`src/psgh_pkg.sv`:
```
`default_nettype none
package psgh_pkg;

  // Byte-lane constants for the zero-byte and backslash tests
  localparam logic [31:0] LANE_ONES  = 32'h0101_0101;
  localparam logic [31:0] LANE_HIGHS = 32'h8080_8080;
  localparam logic [31:0] BSLASH_X4  = 32'h5C5C_5C5C;
  localparam logic [31:0] CASE_MASK  = 32'hDFDF_DFDF;
  localparam logic [31:0] BS_TO_FS   = 32'd45;

  // Scramble multiplier, split into a 32-bit low part and a 12-bit high part
  localparam logic [43:0] SCR_MUL    = 44'hFB8_C4D9_6501;
  localparam logic [31:0] SCR_MUL_LO = SCR_MUL[31:0];
  localparam logic [11:0] SCR_MUL_HI = SCR_MUL[43:32];
  localparam int unsigned SCR_SHIFT  = 24;
  localparam int unsigned SCR_W      = 64 - SCR_SHIFT;

  // Accumulator multiplier and xor-shift distance
  localparam logic [26:0] ACC_MUL    = 27'h633_D5F1;
  localparam int unsigned ACC_XSH    = 61;

  // Length correction multiples (mod 2^64)
  localparam logic [63:0] LEN_MUL_X1 = 64'h00AE_5028_12AA_7333;
  localparam logic [63:0] LEN_MUL_X2 = LEN_MUL_X1 << 1;
  localparam logic [63:0] LEN_MUL_X3 = LEN_MUL_X1 + LEN_MUL_X2;
  localparam logic [63:0] LEN_MUL_X4 = LEN_MUL_X1 << 2;
  localparam logic [63:0] LEN_WRAP   = LEN_MUL_X1 << 32;

  // Terminator byte position within a word
  typedef enum logic [1:0] {
    TPOS_B0 = 2'd0,
    TPOS_B1 = 2'd1,
    TPOS_B2 = 2'd2,
    TPOS_B3 = 2'd3
  } tpos_t;

  // One scrambled word handed to the accumulator
  typedef struct packed {
    logic        term;
    logic [63:0] addend;
  } scr_item_t;

  // Length correction for the bytes ahead of the terminator
  function automatic logic [63:0] len_corr(input tpos_t pos);
    logic [63:0] r;
    case (pos)
      TPOS_B0: r = 64'd0;
      TPOS_B1: r = LEN_MUL_X1;
      TPOS_B2: r = LEN_MUL_X2;
      TPOS_B3: r = LEN_MUL_X3;
      default: r = 64'd0;
    endcase
    return r;
  endfunction

endpackage
`default_nettype wire

```
`src/path_string_guid_hash_top.sv`:
```
`default_nettype none
// Path string GUID hash. Feed a NUL-terminated path string as 32-bit
// little-endian beats (first byte in bits 7:0). Each beat is normalized
// (backslash becomes slash, letters fold case) and mixed into a 64-bit
// accumulator; the first beat holding a zero byte ends the string and
// produces one result beat carrying the 64-bit GUID and its 32-bit fold
// (low xor high). Bytes after the terminator are ignored, and the next
// beat starts a new string. The block takes one beat per cycle unless a
// terminating beat waits while the result slot is full; a beat passes an
// input register, the normalize and scramble stage and the accumulator
// stage in that order, and out_tvalid rises once the terminating beat has
// passed them. Throughput is bounded by the accumulator feedback (a constant multiply and add).
module path_string_guid_hash_top (
  input  wire          clk,
  input  wire          rst_n,
  input  wire          in_tvalid,
  output logic         in_tready,
  input  wire  [31:0]  in_tdata,   // [31:0] text_word
  output logic         out_tvalid,
  input  wire          out_tready,
  output logic [95:0]  out_tdata   // [63:0] guid, [95:64] folded_hash
);
  import psgh_pkg::*;

  logic        v1_r;
  logic        v1_nxt;
  logic [31:0] w1_r;
  logic        s2_ready;
  logic        s2_valid;
  scr_item_t   s2_item;
  logic        s2_take;
  logic [63:0] guid;
  logic [31:0] folded_hash;

  // Input register: refill whenever the next stage moves
  always_comb begin
    in_tready = !v1_r || s2_ready;
    v1_nxt    = in_tready ? in_tvalid : v1_r;
  end

  always_ff @(posedge clk) begin
    if (!rst_n) begin
      v1_r <= 1'b0;
    end else begin
      v1_r <= v1_nxt;
    end
  end

  always_ff @(posedge clk) begin
    if (in_tready && in_tvalid) begin
      w1_r <= in_tdata;
    end
  end

  psgh_scramble u_scramble (
    .clk        (clk),
    .rst_n      (rst_n),
    .word_valid (v1_r),
    .word       (w1_r),
    .word_ready (s2_ready),
    .item_valid (s2_valid),
    .item       (s2_item),
    .item_take  (s2_take)
  );

  psgh_accum u_accum (
    .clk         (clk),
    .rst_n       (rst_n),
    .item_valid  (s2_valid),
    .item        (s2_item),
    .item_take   (s2_take),
    .out_tvalid  (out_tvalid),
    .out_tready  (out_tready),
    .guid        (guid),
    .folded_hash (folded_hash)
  );

  assign out_tdata = {folded_hash, guid};

endmodule
`default_nettype wire

```
`src/psgh_scramble.sv`:
```
`default_nettype none
module psgh_scramble (
  input  wire                      clk,
  input  wire                      rst_n,
  input  wire                      word_valid,
  input  wire  [31:0]              word,
  output logic                     word_ready,
  output logic                     item_valid,
  output psgh_pkg::scr_item_t      item,
  input  wire                      item_take
);
  import psgh_pkg::*;

  logic [31:0] x;
  logic [31:0] zm;
  logic [31:0] norm;
  logic [31:0] z;
  logic [31:0] low;
  logic [31:0] keep;
  logic [31:0] nsel;
  logic [63:0] p_lo;
  logic [31:0] p_hi;
  logic [63:0] prod;
  logic [SCR_W-1:0] scr;
  tpos_t       pos;
  logic        term;

  logic        valid_r;
  logic        valid_nxt;
  scr_item_t   item_r;
  scr_item_t   item_nxt;

  // Normalize: backslash to slash, fold case
  always_comb begin
    x    = word ^ BSLASH_X4;
    zm   = (~x >> 7) & ((x - LANE_ONES) >> 7) & LANE_ONES;
    norm = (word - 32'(zm * BS_TO_FS)) & CASE_MASK;
  end

  // Find the first zero byte and mask the bytes from it upward
  always_comb begin
    z    = ~word & (word - LANE_ONES) & LANE_HIGHS;
    term = (z != 32'd0);
    low  = z & (32'd0 - z);
    keep = low - 32'd1;
    nsel = term ? (norm & keep) : norm;
    case (low)
      32'h0000_0080: pos = TPOS_B0;
      32'h0000_8000: pos = TPOS_B1;
      32'h0080_0000: pos = TPOS_B2;
      default:       pos = TPOS_B3;
    endcase
  end

  // Scramble: low 64 bits of the constant product, then drop 24 bits
  always_comb begin
    p_lo   = {32'd0, nsel} * {32'd0, SCR_MUL_LO};
    p_hi   = 32'(nsel * {20'd0, SCR_MUL_HI});
    prod   = p_lo + {p_hi, 32'd0};
    scr    = prod[63:SCR_SHIFT];
    item_nxt.term   = term;
    item_nxt.addend = {{SCR_SHIFT{1'b0}}, scr} - (term ? len_corr(pos) : 64'd0);
  end

  // Hold while the accumulator stalls on a terminator
  always_comb begin
    word_ready = !valid_r || item_take;
    valid_nxt  = word_ready ? word_valid : valid_r;
  end

  always_ff @(posedge clk) begin
    if (!rst_n) begin
      valid_r <= 1'b0;
    end else begin
      valid_r <= valid_nxt;
    end
  end

  always_ff @(posedge clk) begin
    if (word_ready && word_valid) begin
      item_r <= item_nxt;
    end
  end

  assign item_valid = valid_r;
  assign item       = item_r;

endmodule
`default_nettype wire

```
`src/psgh_accum.sv`:
```
`default_nettype none
module psgh_accum (
  input  wire                      clk,
  input  wire                      rst_n,
  input  wire                      item_valid,
  input  wire psgh_pkg::scr_item_t item,
  output logic                     item_take,
  output logic                     out_tvalid,
  input  wire                      out_tready,
  output logic [63:0]              guid,
  output logic [31:0]              folded_hash
);
  import psgh_pkg::*;

  logic [63:0] acc_r;
  logic [63:0] acc_nxt;
  logic [63:0] lcorr_r;
  logic [63:0] lcorr_nxt;
  logic [29:0] wcnt_r;
  logic [29:0] wcnt_nxt;
  logic        ovalid_r;
  logic        ovalid_nxt;
  logic [63:0] guid_r;
  logic [31:0] fold_r;

  logic [63:0] m_lo;
  logic [31:0] m_hi;
  logic [63:0] s;
  logic [63:0] g;
  logic        out_free;
  logic        load_out;

  // Accumulator times constant, mod 2^64, as two partial products
  always_comb begin
    m_lo = {32'd0, acc_r[31:0]} * {37'd0, ACC_MUL};
    m_hi = 32'(acc_r[63:32] * {5'd0, ACC_MUL});
    s    = m_lo + {m_hi, 32'd0} + item.addend;
    g    = s - lcorr_r;
  end

  // Take a word unless it ends a string and the result slot is full
  always_comb begin
    out_free  = !ovalid_r || out_tready;
    item_take = item_valid && (!item.term || out_free);
    load_out  = item_take && item.term;
  end

  // Advance the running state; clear it after a terminator
  always_comb begin
    acc_nxt   = acc_r;
    lcorr_nxt = lcorr_r;
    wcnt_nxt  = wcnt_r;
    if (item_take) begin
      if (item.term) begin
        acc_nxt   = 64'd0;
        lcorr_nxt = 64'd0;
        wcnt_nxt  = '0;
      end else begin
        acc_nxt   = s ^ (s >> ACC_XSH);
        wcnt_nxt  = wcnt_r + 30'd1;
        lcorr_nxt = lcorr_r + LEN_MUL_X4 - ((&wcnt_r) ? LEN_WRAP : 64'd0);
      end
    end
  end

  // Drop the result beat once taken
  always_comb begin
    if (load_out) begin
      ovalid_nxt = 1'b1;
    end else if (out_tready) begin
      ovalid_nxt = 1'b0;
    end else begin
      ovalid_nxt = ovalid_r;
    end
  end

  always_ff @(posedge clk) begin
    if (!rst_n) begin
      acc_r    <= 64'd0;
      lcorr_r  <= 64'd0;
      wcnt_r   <= '0;
      ovalid_r <= 1'b0;
    end else begin
      acc_r    <= acc_nxt;
      lcorr_r  <= lcorr_nxt;
      wcnt_r   <= wcnt_nxt;
      ovalid_r <= ovalid_nxt;
    end
  end

  always_ff @(posedge clk) begin
    if (load_out) begin
      guid_r <= g;
      fold_r <= g[31:0] ^ g[63:32];
    end
  end

  assign out_tvalid  = ovalid_r;
  assign guid        = guid_r;
  assign folded_hash = fold_r;

endmodule
`default_nettype wire
```
`config.mk`:
```
export PLATFORM = sky130hd
export DESIGN_NAME = path_string_guid_hash_top
export DESIGN_NICKNAME = d
export VERILOG_FILES = /design/src/psgh_pkg.sv /design/src/path_string_guid_hash_top.sv /design/src/psgh_scramble.sv /design/src/psgh_accum.sv
export SDC_FILE = /design/constraint.sdc
export NUM_CORES = 2
export LEC_CHECK = 0
export ABC_AREA = 0
export BUFFER_PORTS_ARGS = -buffer_cell sky130_fd_sc_hd__buf_2
export CAP_MARGIN = 20
export CORE_ASPECT_RATIO = 1.4
export CORE_MARGIN = 4
export CORE_UTILIZATION = 55
export DETAILED_ROUTE_END_ITERATION = 8
export GPL_TIMING_DRIVEN = 0
export PLACE_DENSITY = 0.74
export REMOVE_ABC_BUFFERS = 1
export SYNTH_ARGS = -nofsm -noshare
export SYNTH_HDL_FRONTEND = slang
export SYNTH_SLANG_ARGS = --single-unit
```
`constraint.sdc`:
```
create_clock -name clk -period 12.99 [get_ports clk]
set_input_delay 2.598 -clock clk [delete_from_list [all_inputs] [get_ports clk]]
set_output_delay 2.598 -clock clk [all_outputs]
set_load 0.005 [all_outputs]
```
* Yosys cells after proc, flatten, opt, wreduce, memory -nomap -nowiden
Cells that the tools add are included.
Cells by class: add/sub/neg operators 13, multipliers 5, equal/unequal tests 6, mux-type cells 10, bitwise gates (word level) 9, reductions and logical operators 16
Operator list (count):
- one-hot mux 64 bit (4 select lines) | 1
- two-way mux 64 bit | 3
- adder 64 bit | 2
- subtractor 64 bit | 2
- AND 32 bit | 3
- adder 59 x 64 -> 64 bit | 1
- adder 64 x 58 -> 64 bit (second input constant) | 1
- multiplier 32 x 32 -> 64 bit (second input constant) | 1
- NOT 32 bit | 2
- subtractor 32 x 25 -> 32 bit (second input constant) | 2
- subtractor 40 x 64 -> 64 bit | 1
- bitwise XOR 64 x 3 -> 64 bit | 1
- two-way mux 61 bit | 1
- multiplier 32 x 27 -> 59 bit (second input constant) | 1
- == test 32 x 16 -> 1 bit (second input constant) | 1
- == test 32 x 24 -> 1 bit (second input constant) | 1
- == test 32 x 8 -> 1 bit (second input constant) | 1
- multiplier 32 x 27 -> 32 bit (second input constant) | 1
- multiplier 32 x 9 -> 29 bit (second input constant) | 1
- two-way mux 32 bit | 1
- nonzero test 32 bit | 1
- subtractor 1 x 32 -> 32 bit (first input constant) | 1
- subtractor 32 x 1 -> 32 bit (second input constant) | 1
- subtractor 32 bit | 1
- 16 further kinds | 27
Word-level totals: flip-flop bits (word level) 354, bits of input ports 36, output and inout bits 98

* Longest topological paths before layout
depth in word-level cells 10, depth in mapped cells 53

* Modules after synthesis
From an unflattened synthesis, not the netlist that was laid out.
Second synthesis, totals: cells, all modules 7004, area, all modules 67295.8 um^2
By module, submodules not included:
- psgh_accum | times used 1, cells each 4562, area an instance 43033.8 um^2, sequential area each 6025.8 um^2
- psgh_scramble | times used 1, cells each 2405, area an instance 23243.5 um^2, sequential area each 1971.9 um^2
- path_string_guid_hash_top | times used 1, cells each 37, area an instance 1018.5 um^2, sequential area each 980.9 um^2

* Worst setup path after synthesis
No wires, ideal clock.
kind reg-to-reg, start register w1_r[1], end register u_scramble.item_r, in the netlist u_scramble.item[52] (data pin), setup time 0.268 ns, arrival time 12.258 ns, data required time 12.722 ns, setup slack 0.464 ns, stages on the path, launching flop included 48, period minus slack after synthesis 12.526 ns, cells stage by stage edfxtp_1 > nor4_2 > nand2_1 > ha_1 > a21oi_1 > o21ai_1 > a2111oi_0 > o21ai_1 > a21oi_1 > o21ai_1 > a21o_1 > a21oi_1 > xnor2_1 > nor2_1 > ha_1 > ha_1 > fa_1 > inv_1 > (+12 left out) > a21o_1 > or4_1 > nor3_1 > nand2b_1 > xnor2_1 > ha_1 > nor4_1 > a221oi_1 > o221a_2 > and3_1 > a31o_1 > o31a_1 > a2111o_1 > o21ai_1 > a41oi_4 > a311oi_4 > nor2_2 > xor2_1
RTL lines:
- start: declaration | line path_string_guid_hash_top.sv:27 | logic [31:0] w1_r;
- start signal: assignment | line path_string_guid_hash_top.sv:51 | w1_r <= in_tdata;
- end signal: assignment | line psgh_scramble.sv:81 | item_r <= item_nxt;
- end: declaration | line psgh_scramble.sv:30 | scr_item_t item_r;

==> results.cfg <==
[synth]
synth_area_leaders = fa_1 31%, ha_1 22%, inv_1 10%
avgSynthCellArea_um2 = 9.68
yosys.area.top_type = fa_1
ys_seq_area_share_pct = 13.4
netlist.area_leader.share_pct = 31.0
ys.flop_type = edfxtp_1
synth_edf_count = 193
netlist_area_um2 = 66900
ys_ff_latch = 352
ys.warnings.count = 0
ys_types = 95
syn_inst = 6904
postSynth.asyncResetShare_pct = 0

[critical_path]
critPathLaunchType = flip-flop
critPathCaptureType = flip-flop
slowest_stage = or4_1
arrival_ns = 12.99
slowest_delay_ns = 0.53
critPathTopFamily = adder cells
critical_path_required_ns = 13.33
worstPathMaxFanout = 8
rr_worst_depth = 46
crit_buf_inv = 4
worst-path-stages = 46
criticalPathCategory = reg -> reg

[cells_and_area]
drive_gt1_share_pct = 5.51
final_common_cell = inv_1
filler_cell_count = 10200
nNetsFinal = 9289
mostFrequentLayoutCells = 1791 x inv_1, 1137 x ha_1, 1034 x fa_1
antennaDiodeCount = 0
syn_to_final_growth_pct = 7.38

[sta]
fin_tns_setup_ns = 0
layout_min_cycle_time_ns = 12.65
worst_slew_pin_slew_ns = 1.17
holdWs_ns = 0.458
setup_viol = 0
skew_ns = 0.0456
hold_viol = 0
fmax_mhz = 79.1
slew_headroom_pct = 22.0
slew_violations = 0
fin_crit_sh_pct = 97.4

[cts]
clock_sinks = 352
cts.clk_slew.worst_paths_ns = 0.06
insertion_delay_ns = 0.65
clock_path_buffers = 3
holdBufCountCts = 0
cts_tree = done
cts_root_buffer = clkbuf_16
htree_levels = 2
numCtsBuffers = 41

[drt]
wl_per_cell_um = 20.6
ant_nets = 0
routed_wl_um = 179000
num_vias = 48300
via_per_inst = 5.54
dr.pass1.iters = 6
drc = 0
drt-initial-drc-count = 2403

[floorplanning]
coreArea_um2 = 121000
die-width_um = 303
ioPinCount = 134
rows = 151
fp.dieArea_um2 = 127000
die_h_um = 421
start_util_pct = 55.3

[grt]
grt_max_degree = 93
grt_pass1_wl_um = 280000
antenna_found_initial = 0
grt_pass1_vias = 52100
grt_overflow = 0
grt_use_total_pct = 28.6

[hold_path]
hold_class = reg -> reg
hold_depth = 2

[run]
drv_cap = 0

[status]
status = finished, final reports clean

[placement]
place.gp.congestion = 0.989
numPortBuffers = 133
hpwl_um = 154000
==> layout make-up <==
class,instances,area [µm²],area share [%]
multi-input cells,4673,51300,71.5
clock inverters,29,303,0.422
clock buffers,43,1030,1.44
well taps,1606,2010,2.80
inverters,1796,6750,9.40
flip-flops and latches,352,8980,12.5
repair buffers,205,1390,1.93
==> stage by stage <==
step	setup slack, ns	utilization [%]	std cells	instance area [µm²]
2_1_floorplan	0.528	-	6821	66500
3_3_place_gp	-2.26	57.2	8560	69200
3_5_place_dp	-1.50	57.6	8579	69600
4_1_cts	0.0302	58.9	8661	71200
6_report	0.340	59.4	8704	71800
5_1_grt	-0.253	59.4	8704	71800
==> state kept, by name, summed over array words and instances, names as in the netlist <==
signal	flops
u_accum.out_tvalid	1
v1_r	1
u_accum.acc_r	64
u_accum.wcnt_r	30
w1_r	32
u_scramble.item	65
u_accum.folded_hash	32
u_accum.guid	64
u_accum.lcorr_r	62
u_scramble.item_valid	1
==> synthesized netlist by cell type (all sizes together), types with 80 or more instances <==
cell type  instances
inv             1795
ha              1150
fa              1034
a21oi            279
nor2             255
xnor2            245
nand2            229
o21ai            198
edfxtp           193
xor2             162
a21o             159
dfxtp            159
nor2b            134
clkbuf            80
==> cells by family after synthesis <==
family | count (synthesis) | synth area share, %
buf+inv | 1879 | 10.6
simple gates | 1044 | 7.88
fa+ha+maj | 2184 | 52.5
compound gates | 1030 | 10.1
mux | 4 | 0.0636
flops | 352 | 13.4
xor+xnor | 410 | 5.43
other cells | 1 | 0.00561
==> routing by layer <==
| metal | GRT usage, % | wire length, µm | part of all wire, % | vias up |
|---|---|---|---|---|
| met3 | 2.80 | 7210 | 4.0 | 584 |
| met5 | 0 | 0 | 0 | - |
| li1 | - | - | - | 22400 |
| met4 | 19.9 | 15700 | 8.8 | 0 |
| met2 | 53.0 | 92700 | 52 | 1372 |
| met1 | 30.2 | 63400 | 35 | 23900 |
==> what timing repair did <==
action | in CTS | in global routing
setup endpoints to repair | 41 | 31
buffers inserted | 10 | 43
pin swaps | 2 | 25
gates resized for setup | 36 | 62
==> worst min-delay path, cell delays in order (launching register included) <==
cell and delay [ns]:
dfxtp_1 0.32, nand2_1 0.04, o21ai_0 0.06
==> path summary, 6_finish.rpt <==
kind / startpoint / endpoint / slack, ns
worst max-delay path: w1_r[5]$_DFFE_PP_ / u_scramble.item[50]$_DFFE_PP_ / 0.34
worst min register to register: u_accum.lcorr_r[37]$_SDFFE_PN0P_ / u_accum.lcorr_r[37]$_SDFFE_PN0P_ / 0.46
worst max register to register: w1_r[5]$_DFFE_PP_ / u_scramble.item[50]$_DFFE_PP_ / 0.34
worst min-delay path: u_accum.lcorr_r[37]$_SDFFE_PN0P_ / u_accum.lcorr_r[37]$_SDFFE_PN0P_ / 0.46
Power is not shown: default switching activity piles up to over one toggle a cycle in this logic, so the estimate is an artifact.
